[config.mk]
export PLATFORM = sky130hd
export DESIGN_NAME = pan_axis_positioner_unit_flat
export DESIGN_NICKNAME = d
export VERILOG_FILES = /design/src/pap_pkg.sv /design/src/pap_in_if.sv /design/src/pap_out_if.sv /design/src/pap_cfg_if.sv /design/src/pap_cfg_regs.sv /design/src/pap_step.sv /design/src/pan_axis_positioner_unit.sv /design/src/flat_wrapper.sv
export SDC_FILE = /design/constraint.sdc
export NUM_CORES = 1
export LEC_CHECK = 0
export ABC_CLOCK_PERIOD_IN_PS = 9000
export BUFFER_PORTS_ARGS = -buffer_cell sky130_fd_sc_hd__buf_2
export CORE_ASPECT_RATIO = 1.1
export CORE_MARGIN = 2
export CORE_UTILIZATION = 33
export CTS_CLUSTER_DIAMETER = 40
export DETAILED_ROUTE_END_ITERATION = 8
export GPL_TIMING_DRIVEN = 0
export SLEW_MARGIN = 15
export SYNTH_ARGS = -nofsm -noshare
export SYNTH_HDL_FRONTEND = slang
export SYNTH_SLANG_ARGS = --single-unit
[constraint.sdc]
create_clock -name clk -period 9 [get_ports clk]
set_clock_uncertainty 0.2 [all_clocks]
set_input_delay 0.45 -clock clk [delete_from_list [all_inputs] [get_ports clk]]
set_output_delay 0.45 -clock clk [all_outputs]
set_load 0.005 [all_outputs]
[src/pap_pkg.sv]
// ----------------------------------------------------------------------------
// pap_pkg: shared types, codes and helpers of the pan axis positioner
// Holds the event codes, motion modes, state and status records, and the
// wrap and clamp helpers used by the step logic.
// ----------------------------------------------------------------------------
package pap_pkg;

	localparam int unsigned POS_W  = 10;
	localparam int unsigned WIDE_W = 12;

	typedef logic signed [POS_W-1:0]  pos_t;
	typedef logic signed [WIDE_W-1:0] wide_t;

	localparam wide_t HALF_TURN = 12'sd180;

	// Event codes carried in the kind field
	typedef enum logic [3:0] {
		KIND_TICK      = 4'd0,
		KIND_MOVE_TO   = 4'd1,
		KIND_MOVE_BY   = 4'd2,
		KIND_RUN       = 4'd3,
		KIND_STOP      = 4'd4,
		KIND_STEP_BACK = 4'd5,
		KIND_STEP_FWD  = 4'd6,
		KIND_DIR_FWD   = 4'd7,
		KIND_DIR_BACK  = 4'd8
	} kind_t;

	// Configuration register indexes
	typedef enum logic [1:0] {
		REG_LIMITED_MODE = 2'd0,
		REG_RANGE_LOW    = 2'd1,
		REG_RANGE_HIGH   = 2'd2
	} reg_idx_t;

	// Motion mode, one-hot
	typedef enum logic [2:0] {
		MODE_IDLE   = 3'b001,
		MODE_CONT   = 3'b010,
		MODE_MOVETO = 3'b100
	} mode_t;

	typedef struct packed {
		pos_t  position;
		pos_t  target;
		logic  heading_fwd;
		mode_t mode;
	} axis_state_t;

	typedef struct packed {
		logic limited;
		pos_t low;
		pos_t high;
	} axis_cfg_t;

	typedef struct packed {
		pos_t position;
		logic direction_forward;
		logic moving;
		logic arrived;
	} status_t;

	localparam pos_t RANGE_LOW_RST  = -10'sd180;
	localparam pos_t RANGE_HIGH_RST = 10'sd180;

	// Reduce a value in -1080..1023 into 0..359: offset to positive, then
	// strip 1440, 720 and 360 in turn.
	function automatic pos_t wrap360(input wide_t v);
		logic signed [WIDE_W:0] s;
		logic [WIDE_W-1:0]      u;
		s = (WIDE_W+1)'(v) + 13'sd1080;
		u = s[WIDE_W-1:0];
		if (u >= 12'd1440) u = u - 12'd1440;
		if (u >= 12'd720)  u = u - 12'd720;
		if (u >= 12'd360)  u = u - 12'd360;
		return pos_t'(u[POS_W-1:0]);
	endfunction

	// Upper bound first, lower bound second: with a crossed range the low
	// bound wins.
	function automatic pos_t clamp_range(input wide_t v, input pos_t low, input pos_t high);
		wide_t r;
		r = v;
		if (r > wide_t'(high)) r = wide_t'(high);
		if (r < wide_t'(low))  r = wide_t'(low);
		return pos_t'(r[POS_W-1:0]);
	endfunction

endpackage

[src/pap_in_if.sv]
// ----------------------------------------------------------------------------
// pap_in_if: event channel
// Carries one event beat: kind and move value, with valid and ready.
// ----------------------------------------------------------------------------
interface pap_in_if;
	logic              valid;
	logic              ready;
	logic [3:0]        kind;
	logic signed [9:0] move_value;

	modport source (output valid, kind, move_value, input ready);
	modport sink   (input valid, kind, move_value, output ready);
endinterface

[src/pap_out_if.sv]
// ----------------------------------------------------------------------------
// pap_out_if: status channel
// Carries one status beat per event, with valid and ready.
// ----------------------------------------------------------------------------
interface pap_out_if;
	logic              valid;
	logic              ready;
	logic signed [9:0] position;
	logic              direction_forward;
	logic              moving;
	logic              arrived;

	modport source (output valid, position, direction_forward, moving, arrived, input ready);
	modport sink   (input valid, position, direction_forward, moving, arrived, output ready);
endinterface

[src/pap_cfg_if.sv]
// ----------------------------------------------------------------------------
// pap_cfg_if: configuration write channel
// Carries a register index and write data, with valid and ready.
// ----------------------------------------------------------------------------
interface pap_cfg_if;
	logic       valid;
	logic       ready;
	logic [1:0] index;
	logic [9:0] data;

	modport source (output valid, index, data, input ready);
	modport sink   (input valid, index, data, output ready);
endinterface

[src/pap_cfg_regs.sv]
// ----------------------------------------------------------------------------
// pap_cfg_regs: configuration register bank
// Decodes write beats into the range mode and the two range bounds.
// ----------------------------------------------------------------------------
module pap_cfg_regs (
	input  logic                clk,
	input  logic                arst_n,
	pap_cfg_if.sink             cfg_wr,
	output pap_pkg::axis_cfg_t  cfg
);

	pap_pkg::axis_cfg_t cfg_q;

	assign cfg_wr.ready = 1'b1;
	assign cfg          = cfg_q;

	always_ff @(posedge clk or negedge arst_n) begin
		if (!arst_n) begin
			cfg_q.limited <= 1'b0;
			cfg_q.low     <= pap_pkg::RANGE_LOW_RST;
			cfg_q.high    <= pap_pkg::RANGE_HIGH_RST;
		end else if (cfg_wr.valid) begin
			unique case (cfg_wr.index)
				pap_pkg::REG_LIMITED_MODE: cfg_q.limited <= cfg_wr.data[0];
				pap_pkg::REG_RANGE_LOW:    cfg_q.low     <= pap_pkg::pos_t'(cfg_wr.data);
				pap_pkg::REG_RANGE_HIGH:   cfg_q.high    <= pap_pkg::pos_t'(cfg_wr.data);
				default: ;
			endcase
		end
	end

endmodule

[src/pap_step.sv]
// ----------------------------------------------------------------------------
// pap_step: next-state logic of the axis
// Applies one event to the axis state and forms the status beat.
// ----------------------------------------------------------------------------
module pap_step (
	input  pap_pkg::axis_state_t cur,
	input  pap_pkg::axis_cfg_t   cfg,
	input  logic [3:0]           kind,
	input  pap_pkg::pos_t        move_value,
	output pap_pkg::axis_state_t nxt,
	output pap_pkg::status_t     status
);

	logic          adv_fwd;
	logic          adv_en;
	logic          arrived;
	pap_pkg::wide_t adv_next;
	pap_pkg::pos_t  adv_pos;
	pap_pkg::wide_t sum;
	pap_pkg::pos_t  tgt_wrap;
	pap_pkg::pos_t  tgt_lim;
	pap_pkg::pos_t  by_wrap;
	pap_pkg::pos_t  by_lim;
	pap_pkg::pos_t  delta_wrap;

	// Step events set the heading before the advance
	always_comb begin
		adv_fwd = cur.heading_fwd;
		if (kind == pap_pkg::KIND_STEP_FWD)  adv_fwd = 1'b1;
		if (kind == pap_pkg::KIND_STEP_BACK) adv_fwd = 1'b0;
	end

	always_comb begin
		adv_next = pap_pkg::wide_t'(cur.position) + (adv_fwd ? 12'sd1 : -12'sd1);
		if (cfg.limited) begin
			// skip a step that would leave the range
			if (adv_next >= pap_pkg::wide_t'(cfg.low) &&
					adv_next <= pap_pkg::wide_t'(cfg.high))
				adv_pos = pap_pkg::pos_t'(adv_next[pap_pkg::POS_W-1:0]);
			else
				adv_pos = cur.position;
		end else begin
			adv_pos = pap_pkg::wrap360(adv_next);
		end
	end

	assign sum        = pap_pkg::wide_t'(cur.position) + pap_pkg::wide_t'(move_value);
	assign tgt_wrap   = pap_pkg::wrap360(pap_pkg::wide_t'(move_value));
	assign tgt_lim    = pap_pkg::clamp_range(pap_pkg::wide_t'(move_value), cfg.low, cfg.high);
	assign by_wrap    = pap_pkg::wrap360(sum);
	assign by_lim     = pap_pkg::clamp_range(sum, cfg.low, cfg.high);
	assign delta_wrap = pap_pkg::wrap360(pap_pkg::wide_t'(tgt_wrap) -
		pap_pkg::wide_t'(cur.position));

	always_comb begin
		nxt     = cur;
		adv_en  = 1'b0;
		arrived = 1'b0;
		unique case (kind) inside
			pap_pkg::KIND_TICK: begin
				if (cur.mode == pap_pkg::MODE_CONT) begin
					adv_en = 1'b1;
				end else if (cur.mode == pap_pkg::MODE_MOVETO) begin
					if (cur.position == cur.target) begin
						nxt.mode = pap_pkg::MODE_IDLE;
						arrived  = 1'b1;
					end else begin
						adv_en = 1'b1;
					end
				end
			end
			pap_pkg::KIND_MOVE_TO: begin
				if (cfg.limited) begin
					nxt.target      = tgt_lim;
					nxt.heading_fwd = tgt_lim > cur.position;
				end else begin
					nxt.target      = tgt_wrap;
					nxt.heading_fwd = pap_pkg::wide_t'(delta_wrap) < pap_pkg::HALF_TURN;
				end
				nxt.mode = pap_pkg::MODE_MOVETO;
			end
			pap_pkg::KIND_MOVE_BY: begin
				if (cfg.limited) begin
					nxt.target      = by_lim;
					nxt.heading_fwd = by_lim > cur.position;
				end else begin
					nxt.target      = by_wrap;
					nxt.heading_fwd = move_value > 10'sd0;
				end
				nxt.mode = pap_pkg::MODE_MOVETO;
			end
			pap_pkg::KIND_RUN:  nxt.mode = pap_pkg::MODE_CONT;
			pap_pkg::KIND_STOP: nxt.mode = pap_pkg::MODE_IDLE;
			pap_pkg::KIND_STEP_BACK, pap_pkg::KIND_STEP_FWD: begin
				nxt.heading_fwd = adv_fwd;
				adv_en          = 1'b1;
			end
			pap_pkg::KIND_DIR_FWD:  nxt.heading_fwd = 1'b1;
			pap_pkg::KIND_DIR_BACK: nxt.heading_fwd = 1'b0;
			default: ;
		endcase
		if (adv_en) nxt.position = adv_pos;
	end

	assign status.position          = nxt.position;
	assign status.direction_forward = nxt.heading_fwd;
	assign status.moving            = nxt.mode != pap_pkg::MODE_IDLE;
	assign status.arrived           = arrived;

endmodule

[src/pan_axis_positioner_unit.sv]
// ----------------------------------------------------------------------------
// pan_axis_positioner_unit: simulated pan or tilt axis
// Takes axis events, moves one degree per tick and reports status per event.
// ----------------------------------------------------------------------------
// Each event beat on item_in yields exactly one status beat on status_out.
// An event is captured in an input register, applied to the axis state by a
// single pass of add, compare and wrap-by-360 logic, and the resulting status
// is held in an output register; the state update and the status capture
// happen in the same cycle. Throughput is one event per clock while the
// status channel does not stall. A new event is taken while a finished
// status still waits, as long as the input register can move on.
// Configuration writes on cfg_wr are always ready and take effect on the
// next cycle; write only while no event is in flight. Kinds outside the
// defined set leave the state alone but still report status.
module pan_axis_positioner_unit (
	input  logic    clk,
	input  logic    arst_n,
	pap_in_if.sink  item_in,
	pap_out_if.source status_out,
	pap_cfg_if.sink cfg_wr
);

	pap_pkg::axis_cfg_t   cfg;
	pap_pkg::axis_state_t state_q;
	pap_pkg::axis_state_t state_nxt;
	pap_pkg::status_t     status_nxt;
	pap_pkg::status_t     status_q;

	// input stage
	logic          valid_s1;
	logic [3:0]    kind_s1;
	pap_pkg::pos_t move_value_s1;

	logic out_valid_q;
	logic advance_s1;

	pap_cfg_regs u_cfg (
		.clk    (clk),
		.arst_n (arst_n),
		.cfg_wr (cfg_wr),
		.cfg    (cfg)
	);

	pap_step u_step (
		.cur        (state_q),
		.cfg        (cfg),
		.kind       (kind_s1),
		.move_value (move_value_s1),
		.nxt        (state_nxt),
		.status     (status_nxt)
	);

	// Advance the input stage when the result register is free or draining
	assign advance_s1    = valid_s1 && (!out_valid_q || status_out.ready);
	assign item_in.ready = !valid_s1 || advance_s1;

	always_ff @(posedge clk or negedge arst_n) begin
		if (!arst_n) begin
			valid_s1 <= 1'b0;
		end else if (item_in.valid && item_in.ready) begin
			valid_s1 <= 1'b1;
		end else if (advance_s1) begin
			valid_s1 <= 1'b0;
		end
	end

	// Hold the event payload until the stage moves on
	always_ff @(posedge clk) begin
		if (item_in.valid && item_in.ready) begin
			kind_s1       <= item_in.kind;
			move_value_s1 <= item_in.move_value;
		end
	end

	// Commit the axis state together with the status beat
	always_ff @(posedge clk or negedge arst_n) begin
		if (!arst_n) begin
			state_q.position    <= '0;
			state_q.target      <= '0;
			state_q.heading_fwd <= 1'b0;
			state_q.mode        <= pap_pkg::MODE_IDLE;
			out_valid_q         <= 1'b0;
		end else if (advance_s1) begin
			state_q     <= state_nxt;
			out_valid_q <= 1'b1;
		end else if (status_out.ready) begin
			out_valid_q <= 1'b0;
		end
	end

	always_ff @(posedge clk) begin
		if (advance_s1) begin
			status_q <= status_nxt;
		end
	end

	assign status_out.valid             = out_valid_q;
	assign status_out.position          = status_q.position;
	assign status_out.direction_forward = status_q.direction_forward;
	assign status_out.moving            = status_q.moving;
	assign status_out.arrived           = status_q.arrived;

endmodule

[src/flat_wrapper.sv]
// flat-port wrapper written by rule: the top's interface ports become plain ports
module pan_axis_positioner_unit_flat 
  (clk, arst_n, item_in_valid, item_in_kind, item_in_move_value, item_in_ready, status_out_valid, status_out_position, status_out_direction_forward, status_out_moving, status_out_arrived, status_out_ready, cfg_wr_valid, cfg_wr_index, cfg_wr_data, cfg_wr_ready);
  pap_in_if item_in_i ();
  pap_out_if status_out_i ();
  pap_cfg_if cfg_wr_i ();
  input  logic clk;
  input  logic arst_n;
  input wire logic [$bits(item_in_i.valid)-1:0] item_in_valid;
  input wire logic [$bits(item_in_i.kind)-1:0] item_in_kind;
  input wire logic [$bits(item_in_i.move_value)-1:0] item_in_move_value;
  output wire logic [$bits(item_in_i.ready)-1:0] item_in_ready;
  output wire logic [$bits(status_out_i.valid)-1:0] status_out_valid;
  output wire logic [$bits(status_out_i.position)-1:0] status_out_position;
  output wire logic [$bits(status_out_i.direction_forward)-1:0] status_out_direction_forward;
  output wire logic [$bits(status_out_i.moving)-1:0] status_out_moving;
  output wire logic [$bits(status_out_i.arrived)-1:0] status_out_arrived;
  input wire logic [$bits(status_out_i.ready)-1:0] status_out_ready;
  input wire logic [$bits(cfg_wr_i.valid)-1:0] cfg_wr_valid;
  input wire logic [$bits(cfg_wr_i.index)-1:0] cfg_wr_index;
  input wire logic [$bits(cfg_wr_i.data)-1:0] cfg_wr_data;
  output wire logic [$bits(cfg_wr_i.ready)-1:0] cfg_wr_ready;
  assign item_in_i.valid = item_in_valid;
  assign item_in_i.kind = item_in_kind;
  assign item_in_i.move_value = item_in_move_value;
  assign item_in_ready = item_in_i.ready;
  assign status_out_valid = status_out_i.valid;
  assign status_out_position = status_out_i.position;
  assign status_out_direction_forward = status_out_i.direction_forward;
  assign status_out_moving = status_out_i.moving;
  assign status_out_arrived = status_out_i.arrived;
  assign status_out_i.ready = status_out_ready;
  assign cfg_wr_i.valid = cfg_wr_valid;
  assign cfg_wr_i.index = cfg_wr_index;
  assign cfg_wr_i.data = cfg_wr_data;
  assign cfg_wr_ready = cfg_wr_i.ready;
  pan_axis_positioner_unit u_core (.clk(clk), .arst_n(arst_n), .item_in(item_in_i), .status_out(status_out_i), .cfg_wr(cfg_wr_i));
endmodule
==> impl_metrics.py, run 1 <==
metrics = {
    "status": {
        "status": "completed",
    },
    "logic_synthesis": {
        "postSynthRegisterBits": 74,
        "number_of_enable_type_register_cells_in_the_synthesized_netlist": 27,
        "syn-mean-instance-area_um2": 8.20,
        "asyncSetResetFlopFracSynth": 0.635,
        "synth.cell_area_mm2": 0.0120,
        "postSynthCellCount": 1469,
        "ys_seq_area_frac": 0.166,
        "synth_warnings": 0,
        "synth_cell_type_count": 126,
        "synth-main-ff-cell": "sky130_fd_sc_hd__dfrtp_1",
        "synth_nets": 1640,
    },
    "global_routing": {
        "global_route.peak_usage_layer": "met2",
        "globalRouteMet2Util": 0.358,
        "globalRouteOverflowTotal": 0,
        "grt_max_degree": 48,
        "globalRouteMet1Util": 0.250,
        "global_route.usage.met3": 0.0109,
        "total_global_route_track_usage": 0.201,
        "grt_pass1_vias": 11500,
        "grt_pass1_wl_um": 60900,
        "number_of_antenna_violations_at_the_first_check_in_global_routing": 0,
    },
    "worst_setup_path": {
        "crit_path_top_delay_cell": "sky130_fd_sc_hd__or4_4",
        "cp_peak_stage_delay_ps": 540,
        "start_kind": "flip-flop",
        "critical_path_sink_type": "flip-flop",
        "worst_r2r_startpoint": "u_core.move_value_s1[3]$_DFFE_PP_",
        "timing.critical_path.from": "u_core.move_value_s1[3]$_DFFE_PP_",
        "critPathKind": "reg -> reg",
        "arrival_ps": 8960,
        "timing.critical_path.required_ps": 9070,
        "path_max_fanout": 5,
    },
    "clock_tree": {
        "clkSinkCount": 74,
        "htreeDepth": 3,
        "cts.path.max_buffers": 2,
        "clk_pin_slew_ps": 70,
        "clock_insertion_delay_worst_skew_ps": 350,
        "cts_tree": "done",
        "ctsRootBufferMaster": "sky130_fd_sc_hd__clkbuf_16",
        "numCtsBuffers": 9,
    },
    "floorplanning": {
        "core_area_mm2": 0.0361,
        "die_width_um": 186,
        "floorplan.initialDensity": 0.334,
        "rows": 73,
        "die_area_mm2": 0.0381,
        "io-pin-count": 47,
        "dieHeight_um": 204,
    },
    "drt": {
        "drc": 0,
        "vias_per_cell": 5.82,
        "detailroute.via_count": 12000,
        "routedWlPerCell_um": 18.7,
        "drtAntennaViolNets": 0,
        "post_route_wl_um": 38600,
        "detailed_routing_iteration_count_for_the_pre_antenna_repair_pass": 5,
        "first_iteration_detailed_routing_drc_count": 906,
    },
    "cells_and_area": {
        "antenna-diode-count": 0,
        "final_layout_size_suffix_gt1_frac": 0.225,
        "flow.area_growth_from_synthesis_pct": 17.1,
        "num-nets-final": 1741,
    },
    "place": {
        "gpl.final_weighted_congestion": 0.945,
        "dp_hpwl_um": 29800,
        "port_buffer_count": 45,
    },
    "timing": {
        "final-setup-viol-count": 0,
        "unrepaired_setup_endpoints_after_global_routing": "true",
        "timing_max_transition_violations_final": 0,
        "worst_slew_margin_rel": 0.303,
        "finalWorstPathRequiredPeriod_ps": 8890,
        "fin_hold_ws_ps": 71.4,
        "max_freq_ghz": 0.112,
        "worstMarginPinSlew_ps": 1040,
        "final_number_of_hold_violating_endpoints": 0,
        "post-route-period-util": 0.988,
    },
    "hold_path": {
        "worst_hold_path_type": "in -> reg",
        "hold_start": "item_in_move_value[7]",
    },
    "run": {
        "max_cap_violations": 0,
    },
}
==> routing by layer <==
| layer | vias up | share of wire |
|---|---|---|
| met4 | 0 | 0.036 |
| met3 | 79 | 0.039 |
| met1 | 5787 | 0.42 |
| met5 | - | 0 |
| met2 | 335 | 0.50 |
| li1 | 5798 | - |
==> sequential cells by signal (all words and copies together), names as in the netlist <==
| register | count |
|---|---|
| u_core.state_q | 24 |
| u_core.u_cfg.cfg | 21 |
| u_core.move_value_s1 | 10 |
| u_core.status_out.position | 10 |
| u_core.kind_s1 | 4 |
| u_core.status_out.arrived | 1 |
| u_core.status_out.direction_forward | 1 |
| u_core.status_out.moving | 1 |
| u_core.status_out.valid | 1 |
| u_core.valid_s1 | 1 |
==> layout by cell type, fill, tap and decap left out, types with 18 or more instances in the layout <==
master                     Yosys  layout
sky130_fd_sc_hd__a21o_1       18      18
sky130_fd_sc_hd__a21oi_1      72      65
sky130_fd_sc_hd__a31oi_1      24      23
sky130_fd_sc_hd__buf_2        13      54
sky130_fd_sc_hd__buf_4         2      47
sky130_fd_sc_hd__clkbuf_1     23      18
sky130_fd_sc_hd__dfrtp_1      37      37
sky130_fd_sc_hd__edfxtp_1     27      27
sky130_fd_sc_hd__ha_1        137     131
sky130_fd_sc_hd__inv_1        84      80
sky130_fd_sc_hd__mux2_2       47      46
sky130_fd_sc_hd__nand2_1     122     119
sky130_fd_sc_hd__nand2b_1     33      32
sky130_fd_sc_hd__nand3_1      35      34
sky130_fd_sc_hd__nand4_1      22      22
sky130_fd_sc_hd__nor2_1       95      93
sky130_fd_sc_hd__nor2b_1      26      24
sky130_fd_sc_hd__nor3_1       45      41
sky130_fd_sc_hd__o211ai_1     25      25
sky130_fd_sc_hd__o21a_1       29      29
sky130_fd_sc_hd__o21ai_0      97      94
sky130_fd_sc_hd__xnor2_1      44      39
==> worst max-delay path, delay by kind of cell (launching register included) <==
family / cells / cell delay (ps)
compound gates: 16 / 2800
simple gates: 9 / 2780
fa+ha+maj: 4 / 980
xor+xnor: 3 / 660
buf+inv: 5 / 620
flops: 1 / 390
mux: 1 / 360
==> final cells by class <==
| type | count | area (um2) |
|---|---|---|
| tap | 487 | 609 |
| timing repair buffer | 91 | 579 |
| inverter | 93 | 362 |
| clock inverter | 7 | 83.8 |
| multi-input combinational | 1259 | 10000 |
| buffer | 42 | 233 |
| fill | 3702 | 22000 |
| clock buffer | 9 | 225 |
| sequential | 74 | 2000 |
==> path summary, 6_finish.rpt <==
| kind | endpoint | slack (ps) | cells past startpoint |
|---|---|---|---|
| setup reg to reg | u_core.state_q[3]$_DFFE_PN0P_ | 110 | 38 |
| max in group asynchronous | u_core.state_q[1]$_DFFE_PN0P_ | 7680 | 2 |
| min in group asynchronous | u_core.u_cfg.cfg[9]$_DFFE_PN0P_ | 470 | 2 |
| setup / recovery | u_core.state_q[3]$_DFFE_PN0P_ | 110 | 38 |
| hold reg to reg | u_core.state_q[0]$_DFFE_PN1P_ | 300 | 2 |
| hold / removal | u_core.move_value_s1[7]$_DFFE_PP_ | 70 | 1 |
==> timing repair <==
item,4_1_cts,5_1_grt
gates cloned,0,1
setup buffers,21,23
endpoints found under the setup margin,2,2
hold buffers,0,1
gates resized for setup,44,69
pin swaps,23,40
hold endpoints to repair,0,25
==> synthesized netlist by cell type (7+ instances only) <==
master | number | area [um2]
sky130_fd_sc_hd__xor2_1 | 18 | 158
sky130_fd_sc_hd__o22ai_1 | 11 | 68.8
sky130_fd_sc_hd__a21o_1 | 18 | 135
sky130_fd_sc_hd__xnor2_1 | 44 | 385
sky130_fd_sc_hd__nor2_1 | 95 | 357
sky130_fd_sc_hd__nand3b_1 | 11 | 82.6
sky130_fd_sc_hd__a221o_1 | 7 | 70.1
sky130_fd_sc_hd__o311a_1 | 8 | 80.1
sky130_fd_sc_hd__ha_1 | 137 | 1710
sky130_fd_sc_hd__clkbuf_1 | 23 | 86.3
sky130_fd_sc_hd__and3_1 | 9 | 56.3
sky130_fd_sc_hd__dfrtp_1 | 37 | 926
sky130_fd_sc_hd__buf_2 | 13 | 65.1
sky130_fd_sc_hd__or2_2 | 10 | 62.6
sky130_fd_sc_hd__or3_1 | 13 | 81.3
sky130_fd_sc_hd__o221ai_1 | 11 | 96.3
sky130_fd_sc_hd__o21a_1 | 29 | 218
sky130_fd_sc_hd__a211o_1 | 7 | 61.3
sky130_fd_sc_hd__a21oi_1 | 72 | 360
sky130_fd_sc_hd__nand4_1 | 22 | 138
sky130_fd_sc_hd__o31a_1 | 12 | 105
sky130_fd_sc_hd__inv_1 | 84 | 315
sky130_fd_sc_hd__nand3_1 | 35 | 175
sky130_fd_sc_hd__o2111ai_1 | 7 | 61.3
sky130_fd_sc_hd__nand2b_1 | 33 | 206
sky130_fd_sc_hd__a211oi_1 | 15 | 113
sky130_fd_sc_hd__nor3_1 | 45 | 225
sky130_fd_sc_hd__nand2_1 | 122 | 458
sky130_fd_sc_hd__nor2b_1 | 26 | 163
sky130_fd_sc_hd__o31ai_1 | 10 | 75.1
sky130_fd_sc_hd__mux2i_1 | 16 | 160
sky130_fd_sc_hd__nor4_1 | 10 | 62.6
sky130_fd_sc_hd__o21ai_0 | 97 | 485
sky130_fd_sc_hd__and2_1 | 17 | 106
sky130_fd_sc_hd__dfstp_2 | 10 | 263
sky130_fd_sc_hd__mux2_2 | 47 | 529
sky130_fd_sc_hd__o211a_1 | 8 | 80.1
sky130_fd_sc_hd__o211ai_1 | 25 | 188
sky130_fd_sc_hd__o21ai_1 | 12 | 60.1
sky130_fd_sc_hd__a31oi_1 | 24 | 150
sky130_fd_sc_hd__edfxtp_1 | 27 | 811
==> stage by stage <==
stage	utilization	cells	setup slack (ps)	cell area, um2	setup TNS, ps
finish	0.391	2062	108	14100	0
CTS	0.376	2037	18.3	13600	0
floorplan	-	1469	39.4	12100	0
detailed placement	0.357	2001	-1330	12900	-2630
global route	0.391	2062	-176	14100	-340
global placement	0.357	2001	-1170	12900	-2330
==> cells by family after synthesis <==
logic type | share of synthesized area
simple gates | 0.218
buf+inv | 0.0472
fa+ha+maj | 0.147
flops | 0.166
compound gates | 0.296
mux | 0.0676
xor+xnor | 0.0569
other cells | 0.000311
Power of run 1 is not shown: default switching activity piles up to over one toggle a cycle in this logic, so the estimate is an artifact.
==> run 2, diff against run 1 <==
- CORE_ASPECT_RATIO: 1.1 -> 1.2
==> impl_metrics.py, run 2 (same netlist as run 1, synthesis figures left out) <==
metrics = {
    "worst_setup_path": {
        "timing.critical_path.mode_cell": "sky130_fd_sc_hd__or3_4",
        "cp_peak_stage_delay_ps": 540,
        "timing.critical_path.from": "u_core.move_value_s1[5]$_DFFE_PP_",
        "timing.critical_path.required_ps": 9080,
        "crit_path_top_delay_cell": "sky130_fd_sc_hd__edfxtp_1",
        "reg2regPathDepth": 36,
        "critPathKind": "reg -> reg",
        "regToRegEndpoint": "u_core.state_q[3]$_DFFE_PN0P_",
        "critical_path_sink_type": "flip-flop",
        "start_kind": "flip-flop",
        "arrival_ps": 8870,
        "setup.reg_to_reg.worst_slack_ps": 200,
        "path_max_fanout": 10,
        "worst_r2r_startpoint": "u_core.move_value_s1[5]$_DFFE_PP_",
        "endpoint": "u_core.state_q[3]$_DFFE_PN0P_",
    },
    "timing": {
        "timing_max_transition_violations_final": 0,
        "max_freq_ghz": 0.114,
        "worstMarginPinSlew_ps": 1120,
        "worst_slew_margin_rel": 0.246,
        "final_number_of_hold_violating_endpoints": 0,
        "post-route-period-util": 0.977,
        "final-setup-viol-count": 0,
        "finalWorstPathRequiredPeriod_ps": 8800,
        "unrepaired_setup_endpoints_after_global_routing": "true",
    },
    "drt": {
        "drc": 0,
        "routed-wl-met3_um": 1500,
        "post_route_wl_um": 38500,
        "routedWlPerCell_um": 19.0,
        "detailroute.via_count": 11900,
        "vias_per_cell": 5.86,
        "drtAntennaViolNets": 0,
        "first_iteration_detailed_routing_drc_count": 828,
        "highest_layer": "met4",
        "detailed_routing_iteration_count_for_the_pre_antenna_repair_pass": 5,
        "drt-met1-wl_um": 15900,
        "met2RoutedLength_um": 19200,
    },
    "cells_and_area": {
        "flow.area_growth_from_synthesis_pct": 16.0,
        "largest_register": "u_core.state_q",
        "antenna-diode-count": 0,
        "finalCoreUtilization": 0.389,
        "mostFrequentLayoutCell": "sky130_fd_sc_hd__ha_1",
        "largest_reg_flops": 24,
        "final_layout_size_suffix_gt1_frac": 0.218,
        "num-nets-final": 1728,
        "final_cell_mix": "sky130_fd_sc_hd__ha_1, sky130_fd_sc_hd__nand2_1, sky130_fd_sc_hd__nor2_1, sky130_fd_sc_hd__o21ai_0, sky130_fd_sc_hd__inv_1",
    },
    "clock_tree": {
        "cts.path.max_buffers": 2,
        "clkSinkCount": 74,
        "htreeDepth": 3,
        "numCtsBuffers": 9,
        "cts_tree": "done",
        "ctsRootBufferMaster": "sky130_fd_sc_hd__clkbuf_16",
        "clock_insertion_delay_worst_skew_ps": 370,
        "clk_pin_slew_ps": 60,
    },
    "place": {
        "gpl.final_weighted_congestion": 0.949,
        "port_buffer_count": 45,
        "dp_hpwl_um": 29900,
    },
    "floorplanning": {
        "core_area_mm2": 0.0359,
        "rows": 76,
        "io-pin-count": 47,
        "dieHeight_um": 213,
        "die_area_mm2": 0.0381,
        "floorplan.initialDensity": 0.335,
        "die_width_um": 178,
    },
    "global_routing": {
        "globalRouteOverflowTotal": 0,
        "grt_pass1_wl_um": 60400,
        "total_global_route_track_usage": 0.201,
        "number_of_antenna_violations_at_the_first_check_in_global_routing": 0,
        "grt_max_degree": 48,
        "grt_pass1_vias": 11600,
    },
    "status": {
        "status": "completed",
    },
    "run": {
        "max_cap_violations": 0,
    },
    "hold_path": {
        "worst_hold_path_type": "in -> reg",
    },
}
run 2: timing repair:
action,in CTS,in global routing
endpoints found under the setup margin,2,2
endpoints found under the hold margin,0,37
cloned,0,1
pin swaps,15,37
setup buffers,18,13
hold buffers,0,1
gates resized for setup,39,76
run 2: cell type report:
type,instances,area (um2)
buffer,42,233
clock buffer,10,250
clock inverter,6,70.1
fill,3679,22000
inverter,93,360
multi-input combinational,1259,9990
sequential,74,2000
tap,468,586
timing repair buffer,78,489
run 2: per-stage QoR:
stage / setup WS [ps] / setup TNS (ps) / cells / instance area [um2] / hold slack [ps]
floorplan: 39.4 / 0 / 1469 / 12100 / -45.6
global placement: -1200 / -2390 / 1982 / 12900 / 273
detailed placement: -1290 / -2570 / 1982 / 12900 / 279
CTS: 9.18 / 0 / 2015 / 13500 / 43.0
global route: -96.5 / -134 / 2030 / 14000 / 50.9
finish: 204 / 0 / 2030 / 14000 / 56.3
run 2: how the worst min path moves through the flow:
stage,from,endpoint,slack [ps],depth (start not counted)
finish,item_in_move_value[9],u_core.move_value_s1[9]$_DFFE_PP_,60,1
global route,item_in_move_value[4],u_core.move_value_s1[4]$_DFFE_PP_,50,1
CTS,item_in_move_value[9],u_core.move_value_s1[9]$_DFFE_PP_,40,1
detailed placement,u_core.state_q[0]$_DFFE_PN1P_,u_core.state_q[0]$_DFFE_PN1P_,280,2
global placement,u_core.valid_s1$_DFFE_PN0P_,u_core.status_out.valid$_DFFE_PN0P_,270,1
floorplan,arst_n,u_core.state_q[10]$_DFFE_PN0P_,-50,0
run 2: metal layers:
layer	track usage	vias up
met4	0.105	0
met3	0.0185	100
li1	-	5761
met2	0.363	377
met1	0.235	5651
met5	0	-
run 2: worst max-delay path, delay by kind of cell, from the launching register on:
kind            cells  cell delay [ps]
fa+ha+maj           3              780
xor+xnor            3              670
mux                 2              680
buf+inv             4              610
compound gates     14             2560
simple gates       10             2650
flops               1              540
Power of run 2 is left out for the same reason.
